===== config.mk =====
export PLATFORM = sky130hd
export DESIGN_NAME = ordered_list_engine
export DESIGN_NICKNAME = d
export VERILOG_FILES = /design/src/hw/rtl/ole_pkg.sv /design/src/hw/rtl/ole_mem.sv /design/src/hw/rtl/ole_ctrl.sv /design/src/hw/rtl/ordered_list_engine.sv
export SDC_FILE = /design/constraint.sdc
export NUM_CORES = 2
export LEC_CHECK = 0
export BUFFER_PORTS_ARGS = -buffer_cell sky130_fd_sc_hd__buf_2
export CORE_MARGIN = 2
export CORE_UTILIZATION = 37
export CTS_BUF_LIST = sky130_fd_sc_hd__clkbuf_8
export DETAILED_ROUTE_END_ITERATION = 7
export SYNTH_ARGS = -nofsm -noshare
export SYNTH_HDL_FRONTEND = slang
export SYNTH_SLANG_ARGS = --single-unit

===== constraint.sdc =====
create_clock -name i_clk -period 5 [get_ports i_clk]
set_input_delay 1 -clock i_clk [delete_from_list [all_inputs] [get_ports i_clk]]
set_output_delay 1 -clock i_clk [all_outputs]
set_load 0.01 [all_outputs]

===== src/hw/rtl/ole_pkg.sv =====
// shared types, codes and defaults for the ordered list engine
// no dependencies; imported by every module of the block

package ole_pkg;

    localparam int CAPACITY_DEF = 64;
    localparam int KEY_W        = 32;
    localparam int POS_W        = 7;
    localparam int CNT_OUT_W    = 7;

    typedef logic [1:0]              t_op;
    typedef logic [1:0]              t_status;
    typedef logic signed [KEY_W-1:0] t_key;
    typedef logic [POS_W-1:0]        t_pos;
    typedef logic [CNT_OUT_W-1:0]    t_cnt_out;

    localparam t_op OP_INSERT = 2'd0;
    localparam t_op OP_DELETE = 2'd1;
    localparam t_op OP_UPDATE = 2'd2;

    localparam t_status ST_DONE     = 2'd0;
    localparam t_status ST_BADPOS   = 2'd1;
    localparam t_status ST_NOTFOUND = 2'd2;
    localparam t_status ST_FULL     = 2'd3;

    // end-of-request report from the sequencer to the top level
    typedef struct packed {
        logic    fin;
        t_status status;
        logic    inc;
        logic    dec;
    } t_fin;

endpackage


===== src/hw/rtl/ole_mem.sv =====
// entry store: one write port, one read port, registered read data
// depends on ole_pkg

module ole_mem #(
    parameter int DEPTH = 64,
    parameter int AW    = 6
) (
    input  logic          i_clk,
    input  logic          i_we,
    input  logic [AW-1:0] i_waddr,
    input  ole_pkg::t_key i_wdata,
    input  logic          i_re,
    input  logic [AW-1:0] i_raddr,
    output ole_pkg::t_key o_rdata
);
    import ole_pkg::*;

    t_key r_mem [DEPTH];
    t_key r_rdata;

    always_ff @(posedge i_clk) begin
        if (i_we) begin
            r_mem[i_waddr] <= i_wdata;
        end
    end

    always_ff @(posedge i_clk) begin
        if (i_re) begin
            r_rdata <= r_mem[i_raddr];
        end
    end

    assign o_rdata = r_rdata;

endmodule


===== src/hw/rtl/ole_ctrl.sv =====
// request sequencer: search, shift and write-back over the entry store
// depends on ole_pkg

module ole_ctrl #(
    parameter int CAPACITY = 64,
    parameter int AW       = 6,
    parameter int CW       = 7
) (
    input  logic              i_clk,
    input  logic              i_rst_n,
    input  logic              i_start,
    output logic              o_busy,
    input  ole_pkg::t_op      i_operation,
    input  ole_pkg::t_key     i_key,
    input  ole_pkg::t_pos     i_position,
    input  ole_pkg::t_key     i_new_value,
    input  logic [CW-1:0]     i_count,
    output ole_pkg::t_fin     o_fin,
    output logic              o_we,
    output logic [AW-1:0]     o_waddr,
    output ole_pkg::t_key     o_wdata,
    output logic              o_re,
    output logic [AW-1:0]     o_raddr,
    input  ole_pkg::t_key     i_rdata
);
    import ole_pkg::*;

    localparam int PCW = (CW > POS_W) ? CW : POS_W;

    localparam logic [2:0] S_IDLE     = 3'd0;
    localparam logic [2:0] S_INS_RD   = 3'd1;
    localparam logic [2:0] S_INS_WR   = 3'd2;
    localparam logic [2:0] S_SRCH_RD  = 3'd3;
    localparam logic [2:0] S_SRCH_CMP = 3'd4;
    localparam logic [2:0] S_DEL_RD   = 3'd5;
    localparam logic [2:0] S_DEL_WR   = 3'd6;

    logic [2:0]    r_state, n_state;
    logic [CW-1:0] r_idx, n_idx;
    logic [CW-1:0] r_pos, n_pos;
    t_op           r_op, n_op;
    t_key          r_key, n_key;
    t_key          r_new, n_new;

    logic [PCW-1:0] pos_w;
    logic [PCW-1:0] cnt_w;
    logic [CW-1:0]  idx_dn;
    logic [CW-1:0]  idx_up;

    assign pos_w  = PCW'(i_position);
    assign cnt_w  = PCW'(i_count);
    assign idx_dn = r_idx - 1'b1;
    assign idx_up = r_idx + 1'b1;
    assign o_busy = (r_state != S_IDLE);

    always_comb begin
        n_state = r_state;
        n_idx   = r_idx;
        n_pos   = r_pos;
        n_op    = r_op;
        n_key   = r_key;
        n_new   = r_new;
        o_fin   = '0;
        o_we    = 1'b0;
        o_waddr = r_idx[AW-1:0];
        o_wdata = i_rdata;
        o_re    = 1'b0;
        o_raddr = r_idx[AW-1:0];

        unique case (r_state)
            S_IDLE: begin
                if (i_start) begin
                    n_op  = i_operation;
                    n_key = i_key;
                    n_new = i_new_value;
                    n_pos = pos_w[CW-1:0];
                    unique case (i_operation) inside
                        OP_INSERT: begin
                            if (pos_w > cnt_w) begin
                                o_fin.fin    = 1'b1;
                                o_fin.status = ST_BADPOS;
                            end else if (i_count == CW'(CAPACITY)) begin
                                o_fin.fin    = 1'b1;
                                o_fin.status = ST_FULL;
                            end else begin
                                n_idx   = i_count;
                                n_state = S_INS_RD;
                            end
                        end
                        OP_DELETE, OP_UPDATE: begin
                            if (i_count == '0) begin
                                o_fin.fin    = 1'b1;
                                o_fin.status = ST_NOTFOUND;
                            end else begin
                                n_idx   = '0;
                                n_state = S_SRCH_RD;
                            end
                        end
                        default: begin
                            o_fin.fin    = 1'b1;
                            o_fin.status = ST_BADPOS;
                        end
                    endcase
                end
            end
            S_INS_RD: begin
                if (r_idx == r_pos) begin
                    // gap has reached the target slot
                    o_we         = 1'b1;
                    o_wdata      = r_key;
                    o_fin.fin    = 1'b1;
                    o_fin.status = ST_DONE;
                    o_fin.inc    = 1'b1;
                    n_state      = S_IDLE;
                end else begin
                    o_re    = 1'b1;
                    o_raddr = idx_dn[AW-1:0];
                    n_state = S_INS_WR;
                end
            end
            S_INS_WR: begin
                o_we    = 1'b1;
                n_idx   = idx_dn;
                n_state = S_INS_RD;
            end
            S_SRCH_RD: begin
                o_re    = 1'b1;
                n_state = S_SRCH_CMP;
            end
            S_SRCH_CMP: begin
                if (i_rdata == r_key) begin
                    if (r_op == OP_UPDATE) begin
                        o_we         = 1'b1;
                        o_wdata      = r_new;
                        o_fin.fin    = 1'b1;
                        o_fin.status = ST_DONE;
                        n_state      = S_IDLE;
                    end else begin
                        n_state = S_DEL_RD;
                    end
                end else if (idx_up == i_count) begin
                    o_fin.fin    = 1'b1;
                    o_fin.status = ST_NOTFOUND;
                    n_state      = S_IDLE;
                end else begin
                    n_idx   = idx_up;
                    n_state = S_SRCH_RD;
                end
            end
            S_DEL_RD: begin
                if (idx_up == i_count) begin
                    o_fin.fin    = 1'b1;
                    o_fin.status = ST_DONE;
                    o_fin.dec    = 1'b1;
                    n_state      = S_IDLE;
                end else begin
                    o_re    = 1'b1;
                    o_raddr = idx_up[AW-1:0];
                    n_state = S_DEL_WR;
                end
            end
            S_DEL_WR: begin
                o_we    = 1'b1;
                n_idx   = idx_up;
                n_state = S_DEL_RD;
            end
            default: begin
                n_state = S_IDLE;
            end
        endcase
    end

    always_ff @(posedge i_clk) begin
        if (!i_rst_n) begin
            r_state <= S_IDLE;
        end else begin
            r_state <= n_state;
        end
    end

    always_ff @(posedge i_clk) begin
        r_idx <= n_idx;
        r_pos <= n_pos;
        r_op  <= n_op;
        r_key <= n_key;
        r_new <= n_new;
    end

endmodule


===== src/hw/rtl/ordered_list_engine.sv =====
// ordered list engine: a rejected request ends without touching the entry store; an insert
// shifts the entries from its position up by one, an update searches and rewrites the match,
// a delete searches and shifts the later entries down, and a failed search reads every entry
// one request at a time, paced by the read then write-back walk over the entry store;
// result shown for one cycle on o_done and the receiver cannot stall it
// synchronous active-low reset empties the list; entry contents are left as they were
// depends on ole_pkg, ole_mem, ole_ctrl

module ordered_list_engine #(
    parameter int CAPACITY = ole_pkg::CAPACITY_DEF
) (
    input  logic              i_clk,
    input  logic              i_rst_n,
    input  logic              start,
    output logic              busy,
    input  ole_pkg::t_op      i_operation,
    input  ole_pkg::t_key     i_key,
    input  ole_pkg::t_pos     i_position,
    input  ole_pkg::t_key     i_new_value,
    output logic              o_done,
    output ole_pkg::t_status  o_status,
    output ole_pkg::t_cnt_out o_entry_count
);
    import ole_pkg::*;

    // address bits for the store, count bits that can hold CAPACITY itself
    localparam int AW = (CAPACITY > 1) ? $clog2(CAPACITY) : 1;
    localparam int CW = $clog2(CAPACITY + 1);
    localparam int EW = (CW > CNT_OUT_W) ? CW : CNT_OUT_W;

    // number of entries held; entries live at positions 0 .. count-1
    logic [CW-1:0] r_count;
    logic          r_done;
    t_status       r_status;

    t_fin          fin;
    logic          mem_we;
    logic [AW-1:0] mem_waddr;
    t_key          mem_wdata;
    logic          mem_re;
    logic [AW-1:0] mem_raddr;
    t_key          mem_rdata;
    logic [EW-1:0] count_ext;

    // sequencer walks the store one read/write pair per shift step
    ole_ctrl #(
        .CAPACITY (CAPACITY),
        .AW       (AW),
        .CW       (CW)
    ) u_ctrl (
        .i_clk       (i_clk),
        .i_rst_n     (i_rst_n),
        .i_start     (start),
        .o_busy      (busy),
        .i_operation (i_operation),
        .i_key       (i_key),
        .i_position  (i_position),
        .i_new_value (i_new_value),
        .i_count     (r_count),
        .o_fin       (fin),
        .o_we        (mem_we),
        .o_waddr     (mem_waddr),
        .o_wdata     (mem_wdata),
        .o_re        (mem_re),
        .o_raddr     (mem_raddr),
        .i_rdata     (mem_rdata)
    );

    // entry store
    ole_mem #(
        .DEPTH (CAPACITY),
        .AW    (AW)
    ) u_mem (
        .i_clk   (i_clk),
        .i_we    (mem_we),
        .i_waddr (mem_waddr),
        .i_wdata (mem_wdata),
        .i_re    (mem_re),
        .i_raddr (mem_raddr),
        .o_rdata (mem_rdata)
    );

    // count moves on the same edge that captures the result
    always_ff @(posedge i_clk) begin
        if (!i_rst_n) begin
            r_count <= '0;
            r_done  <= 1'b0;
        end else begin
            r_done <= fin.fin;
            if (fin.inc) begin
                r_count <= r_count + 1'b1;
            end else if (fin.dec) begin
                r_count <= r_count - 1'b1;
            end
        end
    end

    // status is payload, qualified by the strobe
    always_ff @(posedge i_clk) begin
        if (fin.fin) begin
            r_status <= fin.status;
        end
    end

    // report the low bits of the count
    assign count_ext     = EW'(r_count);
    assign o_entry_count = count_ext[CNT_OUT_W-1:0];
    assign o_done        = r_done;
    assign o_status      = r_status;

endmodule


Yosys cells after proc, flatten, opt, wreduce, memory -nomap -nowiden:

Memory sizes are Yosys's and may differ from the RTL's. A register that Yosys moved wholly into a read port is not among the register bits.
Index checks and enable logic that the tools add are counted.

* register bits: 93
* output and inout bits: 11
* input bits: 76
* bits in writable memories: 2048
* memories: 1
* bits in read-only memories: 0
* bits in latches: 0
* word-level logic and storage cells: 97

* reduce and logical (&&, ||, !) cells: 11
* divide/modulo/power cells: 0
* multipliers: 0
* order comparisons: 1
* add/subtract/negate cells: 4
* equal/unequal tests: 20
* bitwise gates (word level): 0
* shifts and indexed selects: 0
* mux-type cells: 51

Memories
* u_mem.r_mem: depth 64, width 32, read ports 1, clocked after memory_dff 1, wr ports 1, line ole_mem.sv:18 `t_key r_mem [DEPTH];`

Operators by type and width (count)
* two-way mux 32 bit: 3
* case mux 32 bit (2 select lines): 1
* two-way mux 7 bit: 8
* two-way mux 3 bit: 15
* == test 32 bit: 1
* case mux 7 bit (4 select lines): 1
* case mux 3 bit (7 select lines): 1
* adder 7 x 1 -> 7 bit (second input constant): 2
* == test 7 bit: 2
* case mux 7 bit (2 select lines): 1
* subtractor 7 x 1 -> 7 bit (second input constant): 2
* two-way mux 6 bit: 2
* case mux 3 bit (2 select lines): 2
* case mux 3 bit (4 select lines): 1
* case mux 6 bit (2 select lines): 1
* two-way mux 1 bit: 10
* == test 3 bit (second input constant): 3
* inequality test 3 bit (second input constant): 3
* AND reduction 8 bit: 1
* == test 7 bit (second input constant): 1
* greater-than comparator 7 bit: 1
* logical NOT 7 bit: 1
* == test 3 x 2 -> 1 bit (second input constant): 2
* inequality test 2 bit (second input constant): 3
* other kinds (15): 19

Longest topological paths before layout:

* depth after elaboration: 6
* mapped depth: 18
* gate-level depth less buffers: 14

Cells and area by module:

Synthesis repeated with hierarchy kept, for this count alone.

* cells, all modules: 3831
* area total of the unflattened synthesis: 84418.5 um2

Modules (own cells, without submodules)
* ole_mem: area an instance 78835.6 um2, cells each 3324, instances 1, sequential area each 62459.9 um2
* ole_ctrl: area an instance 4968.5 um2, cells each 441, instances 1, sequential area each 2462.4 um2
* ordered_list_engine: area an instance 614.3 um2, cells each 66, instances 1, sequential area each 220.2 um2

Worst setup path after synthesis:

OpenSTA, ideal clock, no wires.

* path type: register to register
* start point: register u_ctrl.r_key[9]
* end point: memory u_mem.r_mem[41][0] in the netlist's numbering (enable)
* data arrival time: 4.082 ns
* clock period less this slack: 4.503 ns
* required time: 4.579 ns
* cell stages (with the launch flop): 11
* path buffers: 1
* slack: 0.497 ns
* cells stage by stage: edfxtp_1 xnor2_1 nand2_1 or4_1 nor4_1 and2_1 clkbuf_1 nor2_1 a21oi_1 nand3_1 nor2_1

* longest elaborated chain between the ends: 5

RTL lines
* start: declaration: line ole_ctrl.sv:42 `t_key r_key, n_key;`
* start signal: assignment: line ole_ctrl.sv:185 `r_key <= n_key;`
* == test 32 bit: line ole_ctrl.sv:131 `if (i_rdata == r_key) begin`
* two-way mux 1 bit: line ole_ctrl.sv:131
* case mux 1 bit (3 select lines): line ole_ctrl.sv:70 `unique case (r_state)`
* two-way mux 1 bit: line ole_mem.sv:22 `if (i_we) begin`
* two-way mux 1 bit (not written as such): line ole_mem.sv:23 `r_mem[i_waddr] <= i_wdata;`
* end: declaration: line ole_mem.sv:18

Every way passes these cells.

Final worst setup path:

* start point: register u_ctrl.r_idx[1]
* end point: register u_mem.r_rdata[4], in the netlist u_mem.o_rdata[4], read port of u_mem.r_mem (data pin)

* longest elaborated chain between the ends: 4
* elaborated cells on any way between the ends: 10
* classes of those cells: 2 x add/sub; 2 x eq/ne; 6 x mux

RTL lines
* start: declaration: line ole_ctrl.sv:39 `logic [CW-1:0] r_idx, n_idx;`
* start signal: assignment: line ole_ctrl.sv:182 `r_idx <= n_idx;`
* adder 7 x 1 -> 7 bit: line ole_ctrl.sv:53 `assign idx_up = r_idx + 1'b1;`
* == test 7 bit: line ole_ctrl.sv:151 `if (idx_up == i_count) begin`
* two-way mux 1 bit / two-way mux 6 bit (equally long branches): line ole_ctrl.sv:151
* case mux 1 bit (3 select lines) / case mux 6 bit (2 select lines) (equally long branches): line ole_ctrl.sv:70
* end: declaration: line ole_mem.sv:19 `t_key r_rdata;`

Parallel ways exist; a longest one is shown, timed or not.
A chain may end at the register's enable or synchronous reset.

==> results.ini <==
[yosys]
syn-mean-instance-area_sq_um=15.9
synth_seq_area_share_pct=74.9
synth.area.top_cells=edfxtp_1 (75%), nand2_1 (4.0%), mux4_2 (3.3%)
async_flop_share_pct=0
synthFlopType=edfxtp_1
synth_area_sq_um=87000
synth_cell_types=72
synth_nets=5575
syn_inst=5482
ys_seq_elements=2173
synth_top_cell_by_area=edfxtp_1
synth_top_area_share_pct=74.6
synth_edf_count=2162
yosys_warnings=0

[global_route]
first_global_vias=51000
grt_antenna_before_repair=9
grt_usage_pct=21.0
grt_max_degree=108
overflow=0
grt_pass1_wl_um=366000

[cts]
cts.sinks=2173
cts_root_buf=clkbuf_8
h-tree-depth=5
cts_buffer_depth=4
clk_pin_slew_ps=70
numCtsBuffers=357
worst_skew_pair.late_latency_ps=1070
cts_tree=yes

[critical_path]
endpoint_kind=flip-flop
start_kind=flip-flop
cp_data_arrival_time_ps=5660
reg2reg_depth=16
path_max_fanout=19
path_class=reg -> reg
reg2reg_slack_ps=120
required_ps=5780

[sta]
slew_violations=0
timing_hold_violations_final=0
slew_headroom_pct=22.7
setup_viol=0
fin_crit_ps=4880
fin_worst_skew_ps=96.7
fin_ws_ps=119
timing.fmax_ghz=0.205
setup-tns-final_ps=0
period_share_pct=97.6
rsz0062_at_grt=false
worst_pin_slew_ps=1160

[layout]
drive_gt1_share_pct=18.2
final_common_cell=edfxtp_1
synthToLayoutAreaGrowth_pct=14.8
final_cell_mix=edfxtp_1 (2162), nand2_1 (896), clkbuf_8 (365)
fin_nets=5956

[place]
io_buffers=86
post-place-ws_ps=-197
place_hpwl_um=150000
place.gp.congestion=0.860

[power]
power_uw=46700
ir_worst_vdd_mv=0.316
powerDensity_nw_per_um2=467
p_leak_uw=0.0331

[hold_path]
whs_path_depth=1
min_path_type=in -> reg

[floorplanning]
dieArea_sq_um=239000
pin_count=87
start_util_pct=37.1
core-area_sq_um=235000
die_h_um=489
rows=178
die_w_um=489

[route]
vias_per_cell=5.74
via_count=53200
drcViolationCount=0
dr.pass1.iters=5
wire_per_inst_um=27.7
ant_nets=0
drt-total-wl_um=256000
drt_iter0_drc=6901

[status]
outcome=complete, no violations

[run]
drv_cap=0

[worst max-delay path, cell delays in order, from the launching register on]
cell and delay, ps:
edfxtp_1 460, inv_1 210, ha_1 340, xnor2_1 170, o211ai_1 200, a211oi_2 270
buf_4 200, a31oi_2 130, a32oi_4 270, buf_12 190, buf_4 320, mux4_2 360
mux2i_1 430, nor3_1 140, nor4_2 590, buf_4 260, o31ai_1 60
[stage by stage]
step                util [%]  hold slack (ps)  area (sq um)  cells
floorplan                  -              642         87000   5482
global placement        39.9              628         93600   8651
detailed placement      39.9              614         93600   8651
CTS                     42.5             37.5         99800   9251
global route            42.6             74.7         99900   9257
finish                  42.6              151         99900   9262
[layer usage]
| metal | track usage (%) | wire [um] |
|---|---|---|
| met1 | 30.3 | 109000 |
| met2 | 31.0 | 113000 |
| met3 | 4.55 | 25800 |
| met4 | 7.74 | 8660 |
| met5 | 0 | 0 |
[synthesized netlist by cell type (all sizes together), types with 42 or more instances]
| master | number |
|---|---|
| clkbuf | 235 |
| o221ai | 63 |
| nor2 | 91 |
| o21ai | 88 |
| nor3 | 42 |
| nand4 | 76 |
| buf | 164 |
| mux4 | 126 |
| a211oi | 191 |
| mux2i | 228 |
| nor4 | 42 |
| a21oi | 172 |
| a311o | 124 |
| a32oi | 67 |
| nand2 | 931 |
| edfxtp | 2162 |
| a221oi | 67 |
| and3 | 223 |
[what timing repair did]
item / CTS / global route
endpoints found under the hold margin: 0 / 0
hold buffers: 0 / 0
resized for setup: 3 / 11
pin swaps: 0 / 1
setup buffers: 0 / 3
setup endpoints to repair: 3 / 17
[power by group]
group	switching, uW	leakage [uW]	internal (uW)
logic	7790	0.00995	3680
registers	193	0.0196	21100
clock network	6840	0.00354	7070
total	14800	0.0331	31800
[path summary, 6_finish.rpt]
path,from,end
max,u_ctrl.r_idx[1],u_mem.o_rdata[4]
min,i_key[18],u_ctrl.r_key[18]
max reg2reg,u_ctrl.r_idx[1],u_mem.o_rdata[4]
min reg2reg,u_ctrl.r_new[22],u_mem.r_mem[17][22]
[area by class of cell]
| cell class | instances | area (sq um) |
|---|---|---|
| repair buffers | 421 | 3800 |
| well taps | 3150 | 3940 |
| fillers | 20800 | 135000 |
| multi-input cells | 2888 | 20700 |
| clock buffers | 365 | 5020 |
| diodes | 8 | 20.0 |
| flip-flops and latches | 2173 | 65100 |
| inverters | 22 | 82.6 |
| clock inverters | 235 | 1120 |
[registers in the layout, summed over array words and instances (netlist names)]
signal / count
u_ctrl.r_pos: 7
o_status: 2
u_ctrl.r_op: 2
u_ctrl.r_state: 3
u_ctrl.r_idx: 7
o_done: 1
u_mem.o_rdata: 32
u_ctrl.r_key: 32
u_mem.r_mem: 2048
o_entry_count: 7
u_ctrl.r_new: 32
[logic make-up (layout without fill, tap and decap cells)]
family | Yosys count | count (layout) | share of synthesized area (%)
flip-flops | 2173 | 2173 | 74.9
AND/OR/NAND/NOR | 1455 | 1455 | 7.46
AO/OA/AOI/OAI | 988 | 988 | 8.59
buffers and inverters | 421 | 1043 | 2.15
multiplexers | 366 | 366 | 6.04
XOR/XNOR | 62 | 62 | 0.624
adder cells (fa/ha/maj) | 17 | 17 | 0.253
other | 0 | 8 | 0
Power figures use the tool's default switching activity.
